==> config.mk <==
export PLATFORM = sky130hd
export DESIGN_NAME = wrsd_sqrt
export DESIGN_NICKNAME = d
export VERILOG_FILES = /design/src/hw/rtl/wrsd_pkg.sv /design/src/hw/rtl/wrsd_sqrt.sv
export SDC_FILE = /design/constraint.sdc
export NUM_CORES = 1
export LEC_CHECK = 0
export CAP_MARGIN = 20
export CORE_MARGIN = 5
export CORE_UTILIZATION = 60
export CTS_BUF_LIST = sky130_fd_sc_hd__clkbuf_8
export DETAILED_ROUTE_END_ITERATION = 10
export DONT_BUFFER_PORTS = 1
export PLACE_DENSITY = 0.79
export SYNTH_ARGS = -nofsm -noshare
export SYNTH_HDL_FRONTEND = slang
export SYNTH_SLANG_ARGS = --single-unit
==> constraint.sdc <==
create_clock -name clk -period 2.38 [get_ports clk]
set_input_delay 0.476 -clock clk [delete_from_list [all_inputs] [get_ports clk]]
set_output_delay 0.476 -clock clk [all_outputs]
set_load 0.02 [all_outputs]
==> src/hw/rtl/wrsd_pkg.sv <==
package wrsd_pkg;

    // Window depth, a power of two so that the mean is a plain shift.
    localparam int WINDOW_DEPTH = 256;
    localparam int PTR_W        = $clog2(WINDOW_DEPTH);

    localparam int SAMPLE_W = 16;
    localparam int SQ_W     = 2 * SAMPLE_W - 1;   // (-32768)^2 = 2^30 fits in 31 bits
    localparam int SUM_W    = SQ_W + PTR_W;
    localparam int ROOT_W   = 16;
    localparam int RAD_W    = 2 * ROOT_W;

    localparam logic MODE_STORE = 1'b0;
    localparam logic MODE_CLEAR = 1'b1;

    // Request to the sample store: one shared address for read and write.
    typedef struct packed {
        logic                       clr;
        logic                       wr_en;
        logic [PTR_W-1:0]           addr;
        logic signed [SAMPLE_W-1:0] wr_data;
    } store_req_t;

endpackage

==> src/hw/rtl/wrsd_sqrt.sv <==
module wrsd_sqrt
    import wrsd_pkg::*;
(
    input  logic              clk,
    input  logic              rst_n,
    input  logic              start,
    input  logic [RAD_W-1:0]  radicand,
    output logic              busy,
    output logic [ROOT_W-1:0] root
);

    localparam int CNT_W = $clog2(ROOT_W);

    logic              busy_reg;
    logic [CNT_W-1:0]  cnt_reg;
    logic [RAD_W-1:0]  x_reg;
    logic [ROOT_W+1:0] rem_reg;
    logic [ROOT_W-1:0] root_reg;

    logic [ROOT_W+1:0] rem_sh;
    logic [ROOT_W+1:0] trial;
    logic              take;

    // One result bit per cycle, two radicand bits brought down each step.
    always_comb
    begin
        rem_sh = {rem_reg[ROOT_W-1:0], x_reg[RAD_W-1 -: 2]};
        trial  = {root_reg, 2'b01};
        take   = (rem_sh >= trial);
    end

    always_ff @(posedge clk or negedge rst_n)
    begin
        if (!rst_n)
        begin
            busy_reg <= 1'b0;
            cnt_reg  <= '0;
            x_reg    <= '0;
            rem_reg  <= '0;
            root_reg <= '0;
        end
        else if (start)
        begin
            busy_reg <= 1'b1;
            cnt_reg  <= CNT_W'(ROOT_W - 1);
            x_reg    <= radicand;
            rem_reg  <= '0;
            root_reg <= '0;
        end
        else if (busy_reg)
        begin
            x_reg    <= {x_reg[RAD_W-3:0], 2'b00};
            rem_reg  <= take ? (rem_sh - trial) : rem_sh;
            root_reg <= {root_reg[ROOT_W-2:0], take};
            cnt_reg  <= cnt_reg - 1'b1;
            if (cnt_reg == '0)
            begin
                busy_reg <= 1'b0;
            end
        end
    end

    assign busy = busy_reg;
    assign root = root_reg;

endmodule

Word-level counts from Yosys, hierarchy flattened
Index checks and enable logic that the tools add are counted.
- flip-flop bits (word level): 69
- bits in latches: 0
- bits in writable memories: 0
- ROM bits: 0
- bits of input ports: 35
- output and inout port bits: 17
- logic and storage cells: 22
- memories kept: 0
- $add $sub $neg: 2
- multipliers: 0
- div/mod/pow operators: 0
- $lt $le $gt $ge: 1
- eq/ne operators: 0
- shifts and indexed selects: 0
- mux-type cells: 12
- bitwise logic cells: 0
- reductions and logical operators: 2
- operators by type and width (operator ; count):
    $mux 16 ; 5
    $mux 32 ; 2
    $ge 18x18->1 ; 1
    $sub 16x16->16 ; 1
    $mux 4 ; 2
    $logic_not 4->1 ; 1
    $sub 4x1->4 const B ; 1
    $mux 1 ; 3
    $reduce_bool 2->1 ; 1

Logic depth before layout (Yosys ltp)
Gate-level depths: netlist of the first run.
- word-level depth: 4
- gate-level depth with buffers: 11
- depth with buffers taken out: 8

Worst setup path before layout of the first run
Ideal clock, no wire load.
- path kind: register to register
- start: register root_reg[10] (netlist: root[10])
- end: register rem_reg[1]
- setup time: 0.136 ns
- arrival: 2.469 ns
- required time: 2.244 ns
- setup slack: -0.226 ns
- cell stages (with the launch flop): 12
- buffers on the path: 3
- clock period less this slack: 2.606 ns
- path through: dfrtp_1 -> inv_1 -> ha_1 -> buf_6 -> a21o_1 -> a31o_1 -> a221o_1 -> o31a_1 -> buf_6 -> buf_8 -> o211ai_1 -> a21oi_1
- cells in the longest elaborated chain, start to end: 4
- RTL lines (element ; RTL line ; text):
    from (decl) ; wrsd_sqrt.sv:18 ; logic [ROOT_W-1:0] root_reg;
    from (signal assigned) ; wrsd_sqrt.sv:54 ; root_reg <= {root_reg[ROOT_W-2:0], take};
    $ge 18x18->1 ; wrsd_sqrt.sv:29 ; take = (rem_sh >= trial);
    $mux 16 ; wrsd_sqrt.sv:53 ; rem_reg <= take ? (rem_sh - trial) : rem_sh;
    $mux 16 ; wrsd_sqrt.sv:50 ; else if (busy_reg)
    $mux 16 ; wrsd_sqrt.sv:42 ; else if (start)
    to (signal assigned) ; wrsd_sqrt.sv:53 ;
    to (decl) ; wrsd_sqrt.sv:17 ; logic [ROOT_W+1:0] rem_reg;
No other way between the ends. The select of a mux whose other input is x is not followed.
A chain may end at the register's enable or synchronous reset.

Worst setup path after layout of the first run
- start: register root_reg[10] (netlist: root[10])
- end: register rem_reg[14]
- cells in the longest elaborated chain, start to end: 4
- elaborated cells on any way between the ends: 5
- those cells by class: 1 x add/sub; 1 x order compare; 3 x mux
- RTL lines (element ; RTL line):
    $sub 16x16->16 / $ge 18x18->1 (equally long branches) ; wrsd_sqrt.sv:53, wrsd_sqrt.sv:29
    $mux 16 * ; wrsd_sqrt.sv:53
    $mux 16 * ; wrsd_sqrt.sv:50
    $mux 16 * ; wrsd_sqrt.sv:42
Mark *: on every way between the ends. The rest lies on a longest branch, timed or not. The select of a mux whose other input is x is not followed.

==> impl_metrics.toml, run 1 <==
[status]
outcome = "complete, but fails checks"
violations = "negative hold slack, negative setup slack"

[final_layout]
fin_nets = 547
finish.instance_area_um2 = 4990
num_antenna_cells = 0
layoutNonFillerInstCount = 578
flow.area_growth_from_synthesis_pct = 21.6
max_ffs_per_register = 32
final_util_pct = 74.3
drive_above_1_share_pct = 23.7

[power_and_ir_drop]
vdd_ir_drop_max_v = 0.000592
clock_network_power_share_pct = 20.2
switching_share_pct = 37.8
finalPower_mw = 5.83
power.static_leakage_nw = 2.58
seqPwrFrac_pct = 25.2
p_sw_mw = 2.20
power-per-cell-area_nw_per_um2 = 1170
power_frac_comb_pct = 54.6
cellInternalPower_mw = 3.62

[clocking]
cts_tree = "built"
htreeDepth = 3
clock_path_buffers = 2
root_buffer = "sky130_fd_sc_hd__clkbuf_8"
cts.clk_slew.worst_paths_ns = 0.08
clkSinkCount = 69
cts_buffers = 9
worst_skew_pair.late_latency_ns = 0.35

[yosys]
commonest_register_cell_after_synthesis = "sky130_fd_sc_hd__dfrtp_1"
syn_area_um2 = 4110
synthDominantAreaCellType = "sky130_fd_sc_hd__dfrtp_1"
synth_sequential_area_ratio_pct = 42.0
postSynthRegisterBits = 69
synth.top_cells.by_count = "sky130_fd_sc_hd__dfrtp_1, sky130_fd_sc_hd__nand2_1, sky130_fd_sc_hd__mux2i_1, sky130_fd_sc_hd__o21ai_0, sky130_fd_sc_hd__nor2_1"
fraction_of_post_synthesis_cell_area_in_the_top_cell_type_by_area_pct = 42.0
postSynthCellCount = 450
syn-num-nets = 504
yosys-top-cells-area = "sky130_fd_sc_hd__dfrtp_1, sky130_fd_sc_hd__mux2i_1, sky130_fd_sc_hd__ha_1"
async_flop_share_pct = 100
number_of_synthesized_flops_with_an_enable_pin = 0
synth-warning-count = 0
post_synth.cell_area_avg_um2 = 9.13
synth_most_common_cell = "sky130_fd_sc_hd__dfrtp_1"
synthDistinctLibCells = 48

[setup_path]
worst_path_max_delay_cell = "sky130_fd_sc_hd__or3_2"
rr_startpoint = "root[10]"
timing.reg2reg.worst_path_depth = 10
critical_path.reg2reg.endpoint = "rem_reg[14]"
critPathMaxFanout = 4
setup.worst_path.start_class = "flip-flop"
timing.critical_path.required_ns = 2.59
critical_path.endpoint_type = "flip-flop"
r2r_slack_ns = -0.009
max_stage_delay_ns = 0.46
setup.worst_path.class = "reg2reg"
critPathArrivalTime_ns = 2.60
worstPathBufferInverterCount = 3
timing.critical_path.max_delay_family = "compound AO/OA/AOI/OAI gates"
worstPathCellList = "inv_2, ha_4, a21o_1, a31o_1, a221o_1, buf_6, buf_4, or3_2, nand3_2, a31oi_1"

[timing]
max-slew-margin-rel_pct = 67.7
hold_viol = 4
layout_min_cycle_time_ns = 2.39
fin_tns_setup_ns = -0.00949
final-setup-viol-count = 1
hold_slack_ns = -0.00178
fin_crit_sh_pct = 100
worst_slew_pin_slew_ns = 0.480
rsz0062_at_grt = "yes"
final_max_slew_viol_count = 0
layout_setup_ws_ns = -0.00949
fin_skew_ns = 0.0149
clock.fmax_mhz = 418

[grt]
global_route.usage.total_pct = 23.4
grt_max_degree = 103
grt_pass1_vias = 3334
number_of_antenna_violations_at_the_first_check_in_global_routing = 0
grt_pass1_wl_um = 16100
globalRouteOverflowTotal = 0

[route]
wl_per_cell_um = 17.6
drt_iter0_drc = 237
vias = 3506
wl_met1_um = 4480
met2RoutedLength_um = 4970
route.final.wire_length_um = 10200
drc = 0
routed_via_density = 6.07
drtAntennaViolNets = 0
met3_wirelength_um = 545
detail_route.first_pass.iterations = 5
maxUsedRoutingLayer = "met4"

[run]
drv_cap = 0

[place]
detailedPlacementHpwl_um = 6620
placed_cell_area_um2 = 4500
numPlacedInstances = 554
buffer_ports.inserted = 0
place.gp.congestion = 0.895
detailedPlace.worstSlack_ns = -0.118

[die]
width_of_the_die_um = 92.7
initial_utilization_pct = 61.1
die_y_um = 92.7
io_pins = 52
design.die.area_um2 = 8600
placeableCoreArea_um2 = 6720
std_cell_rows = 30

[hold_path]
min_path_type = "in2async"
final cells by class:
class | count | area [um2]
Multi-Input combinational cell | 326 | 2300
Sequential cell | 69 | 1730
Fill cell | 479 | 1720
Timing Repair Buffer | 63 | 533
Clock buffer | 9 | 124
Clock inverter | 7 | 116
Tap cell | 80 | 100
Inverter | 24 | 90.1
cells in the final DEF (no fill, tap or decap), types with 10 or more instances in the layout:
| cell | netlist | final |
|---|---|---|
| sky130_fd_sc_hd__dfrtp_1 | 69 | 65 |
| sky130_fd_sc_hd__buf_4 | 0 | 56 |
| sky130_fd_sc_hd__nand2_1 | 59 | 54 |
| sky130_fd_sc_hd__mux2i_1 | 49 | 49 |
| sky130_fd_sc_hd__o21ai_0 | 44 | 44 |
| sky130_fd_sc_hd__nor2_1 | 40 | 40 |
| sky130_fd_sc_hd__inv_1 | 24 | 21 |
| sky130_fd_sc_hd__ha_1 | 19 | 13 |
| sky130_fd_sc_hd__a21oi_1 | 15 | 10 |
what timing repair did:
| item | in CTS | in global routing |
|---|---|---|
| buffers inserted | 4 | 2 |
| pin swaps | 9 | 9 |
| hold buffers | 1 | 0 |
| hold endpoints to repair | 69 | 0 |
| setup endpoints to repair | 12 | 14 |
| resized for setup | 18 | 18 |
| gates cloned | 1 | 0 |
how the worst max path moves through the flow:
| stage | from | end | cells past startpoint |
|---|---|---|---|
| 3_5_place_dp | rem_reg[10] | rem_reg[6] | 9 |
| 3_3_place_gp | rem_reg[10] | rem_reg[10] | 9 |
| 2_1_floorplan | root[10] | rem_reg[1] | 11 |
| 5_1_grt | rem_reg[2] | rem_reg[6] | 10 |
| 4_1_cts | root[10] | rem_reg[6] | 10 |
| 6_report | root[10] | rem_reg[14] | 10 |
power by group through the flow:
| stage | clock (mW) | combinational, mW | sequential [mW] |
|---|---|---|---|
| 4_1_cts | 1.18 | 2.92 | 1.45 |
| 3_3_place_gp | 0 | 2.56 | 1.46 |
| 5_1_grt | 1.24 | 3.44 | 1.48 |
| 6_report | 1.18 | 3.18 | 1.47 |
| 3_5_place_dp | 0 | 2.66 | 1.46 |
| 2_1_floorplan | 0 | 1.87 | 1.45 |
per-layer routing:
layer	vias up	global-route usage, %
met3	17	4.63
met2	120	37.7
met5	-	0
li1	1666	-
met4	0	6.72
met1	1703	32.2
kinds of logic after synthesis:
group                      count (synthesis)  share of synthesized area (%)
muxes                                     49                           11.9
xor gates and xnor gates                  10                           2.13
DFF                                       69                           42.0
buffers and inverters                     55                           6.00
adders and majority gates                 19                           5.79
AOI/OAI and AO/OA                        107                           16.8
and+or+nand+nor                          141                           15.2
(Power assumes the default switching activity.)
==> inputs of run 2 (changes only) <==
ABC_AREA = 1   (was unset)
==> run 2 against run 1 <==
Net effect:
- the run ends with negative hold slack left
- largest cell class unchanged
- critical path type unchanged
- core utilization fell by 7.5 points
- sequential power rose by 3%
- die area fell by 0.16%
- sequential share of layout area rose by 3.7 points
- fmax rose by 14%
- synthesized area fell by 0.18%
- power fell by 3.8%
- critical path depth rose by 4
- synthesized cell count rose by 17%
- via count fell by 0.48%
- largest power group unchanged
- flip-flop and latch count did not move
- register-to-register slack improved by 0.29 ns
==> impl_metrics.toml, run 2 <==
[die]
width_of_the_die_um = 92.7
placeableCoreArea_um2 = 6720
die_y_um = 92.7
io_pins = 52
design.die.area_um2 = 8580
std_cell_rows = 30
initial_utilization_pct = 61.0

[power_and_ir_drop]
power_frac_comb_pct = 54.2
seqPwrFrac_pct = 26.9
p_sw_mw = 2.56
vdd_ir_drop_max_v = 0.000537
switching_share_pct = 45.7
cellInternalPower_mw = 3.04
clock_network_power_share_pct = 18.9
power-per-cell-area_nw_per_um2 = 1250
power.static_leakage_nw = 2.36

[yosys]
post_synth.cell_area_avg_um2 = 7.81
yosys-top-cells-area = "sky130_fd_sc_hd__dfrtp_1, sky130_fd_sc_hd__nand2_1, sky130_fd_sc_hd__inv_1"
number_of_synthesized_flops_with_an_enable_pin = 0
synth.top_cells.by_count = "sky130_fd_sc_hd__nand2_1, sky130_fd_sc_hd__inv_1, sky130_fd_sc_hd__dfrtp_1, sky130_fd_sc_hd__nand3_1, sky130_fd_sc_hd__a22oi_1"
syn_area_um2 = 4100
postSynthCellCount = 525
commonest_register_cell_after_synthesis = "sky130_fd_sc_hd__dfrtp_1"
synth_sequential_area_ratio_pct = 42.1
async_flop_share_pct = 100
synth-warning-count = 0
synthDistinctLibCells = 36
synthDominantAreaCellType = "sky130_fd_sc_hd__dfrtp_1"
fraction_of_post_synthesis_cell_area_in_the_top_cell_type_by_area_pct = 42.1
synth_most_common_cell = "sky130_fd_sc_hd__nand2_1"
postSynthRegisterBits = 69
syn-num-nets = 579

[final_layout]
drive_above_1_share_pct = 13.1
final_common_cell = "sky130_fd_sc_hd__nand2_1"
seq_area_um2 = 1730
commonest_cells_after_routing_fill_and_taps_aside = "sky130_fd_sc_hd__nand2_1, sky130_fd_sc_hd__inv_1, sky130_fd_sc_hd__dfrtp_1"
num_antenna_cells = 0
max_ffs_per_register = 32
flow.area_growth_from_synthesis_pct = 9.58
multiInputGateArea_um2 = 1940
fillerInstances = 593
fin_nets = 592

[route]
routed_via_density = 5.60
vias = 3489
detail_route.first_pass.iterations = 5
wl_per_cell_um = 15.9
drc = 0
drt_iter0_drc = 167
route.final.wire_length_um = 9900
drtAntennaViolNets = 0

[setup_path]
critical_path.endpoint_type = "flip-flop"
rr_startpoint = "root[7]"
critical_path.reg2reg.endpoint = "rem_reg[12]"
critPathArrivalTime_ns = 2.35
critPathMaxFanout = 17
timing.critical_path.required_ns = 2.63
setup.worst_path.class = "reg2reg"
setup.worst_path.start_class = "flip-flop"
r2r_slack_ns = 0.28
timing.reg2reg.worst_path_depth = 14

[grt]
global_route.usage.total_pct = 25.0
globalRouteOverflowTotal = 0
grt_max_degree = 70
grt_pass1_wl_um = 16900
grt_pass1_vias = 3642
number_of_antenna_violations_at_the_first_check_in_global_routing = 0

[timing]
final-setup-viol-count = 0
fin_skew_ns = 0.0111
max-slew-margin-rel_pct = 66.8
hold_viol = 1
fin_tns_setup_ns = 0
worst_slew_pin_slew_ns = 0.497
layout_min_cycle_time_ns = 2.10
rsz0062_at_grt = "no"
hold_slack_ns = -0.00443
clock.fmax_mhz = 477
final_max_slew_viol_count = 0
fin_crit_sh_pct = 88.2

[place]
buffer_ports.inserted = 0
place.gp.congestion = 0.869
detailedPlacementHpwl_um = 7030

[clocking]
cts_resized = 0
root_buffer = "sky130_fd_sc_hd__clkbuf_8"
cts_setup_buffers = 0
clkSinkCount = 69
cts_buffers = 9
clock_path_buffers = 2
worst_skew_pair.late_latency_ns = 0.35
cts.clk_slew.worst_paths_ns = 0.08
cts_tree = "built"
htreeDepth = 3

[run]
drv_cap = 0

[hold_path]
min_path_type = "in2async"

[status]
outcome = "complete, but fails checks"
violations = "negative hold slack"
run 2: cell count changes in the layout (fill, tap and decap cells not counted), sizes merged, moves of 9 or more:
cell,previous run,this run
nand2b,9,0
a311oi,9,0
nand3,10,49
mux2i,49,0
nor2,40,20
o21ai,44,23
nand2,59,162
a22oi,1,24
o22ai,2,15
inv,25,86
buf,63,22
run 2: timing repair:
item / CTS / global route
hold endpoints to repair: 69 / 0
setup endpoints to repair: 0 / 0
hold buffers: 1 / 0
run 2: stage by stage:
stage	worst slack (ns)	cells	total power, mW	util [%]	cell area, um2
after floorplan	0.467	525	3.99	-	4100
after global placement	0.336	606	4.44	63.3	4250
after detailed placement	0.297	606	4.51	63.3	4250
after CTS	0.278	623	5.61	66.9	4490
after global routing	0.0680	623	6.11	66.9	4490
final	0.282	623	5.60	66.9	4490
run 2: final cells by class:
class	count	area share, %
clock buffer	9	2.76
clock inverter	7	2.01
inverter	84	7.02
multi-input combinational	352	43.1
sequential	69	38.4
tap	80	2.23
timing repair buffer	22	4.40
run 2: power by group through the flow:
stage	Clock, mW	Combinational [mW]	Sequential (mW)
3_3_place_gp	0	2.93	1.51
4_1_cts	1.08	3.04	1.50
3_5_place_dp	0	2.99	1.52
6_report	1.06	3.04	1.51
2_1_floorplan	0	2.49	1.50
5_1_grt	1.13	3.46	1.53
run 2: worst max-delay path by stage:
stage                       start     endpoint  slack (ns)  cells past startpoint
final                     root[7]  rem_reg[12]        0.28                     14
after global routing      root[5]  rem_reg[12]        0.07                     14
after CTS                 root[5]  rem_reg[12]        0.28                     14
after detailed placement  root[7]  rem_reg[12]        0.30                     14
after global placement    root[5]  rem_reg[12]        0.34                     14
after floorplan           root[5]   rem_reg[6]        0.47                     12
run 2: worst max-delay path: stages (launching register included):
cell and delay (ns):
sky130_fd_sc_hd__dfrtp_1 0.35, sky130_fd_sc_hd__inv_1 0.07, sky130_fd_sc_hd__ha_1 0.38, sky130_fd_sc_hd__nand2_1 0.10, sky130_fd_sc_hd__nand2_1 0.09, sky130_fd_sc_hd__inv_2 0.05
sky130_fd_sc_hd__nand2_1 0.09, sky130_fd_sc_hd__inv_2 0.08, sky130_fd_sc_hd__nand3_2 0.11, sky130_fd_sc_hd__nand2_4 0.21, sky130_fd_sc_hd__nand2_8 0.15, sky130_fd_sc_hd__nand2_1 0.15
sky130_fd_sc_hd__nand2_1 0.07, sky130_fd_sc_hd__nand2_1 0.06, sky130_fd_sc_hd__nand2_1 0.04
run 2: cells by family (layout without fill, tap and decap cells):
group,Yosys count,in the layout,share of synthesized area (%)
buffers and inverters,104,122,10.7
adders and majority gates,19,19,5.80
DFF,69,69,42.1
AOI/OAI and AO/OA,84,84,13.0
xor gates and xnor gates,6,6,1.28
and+or+nand+nor,243,243,27.1
run 2: layer usage:
| layer | GRT usage [%] | vias to the layer above | wire [um] |
|---|---|---|---|
| met5 | 0 | - | 0 |
| met4 | 9.77 | 0 | 155 |
| met3 | 5.93 | 17 | 619 |
| met2 | 40.2 | 84 | 4680 |
| met1 | 32.7 | 1655 | 4450 |
| li1 | - | 1733 | - |
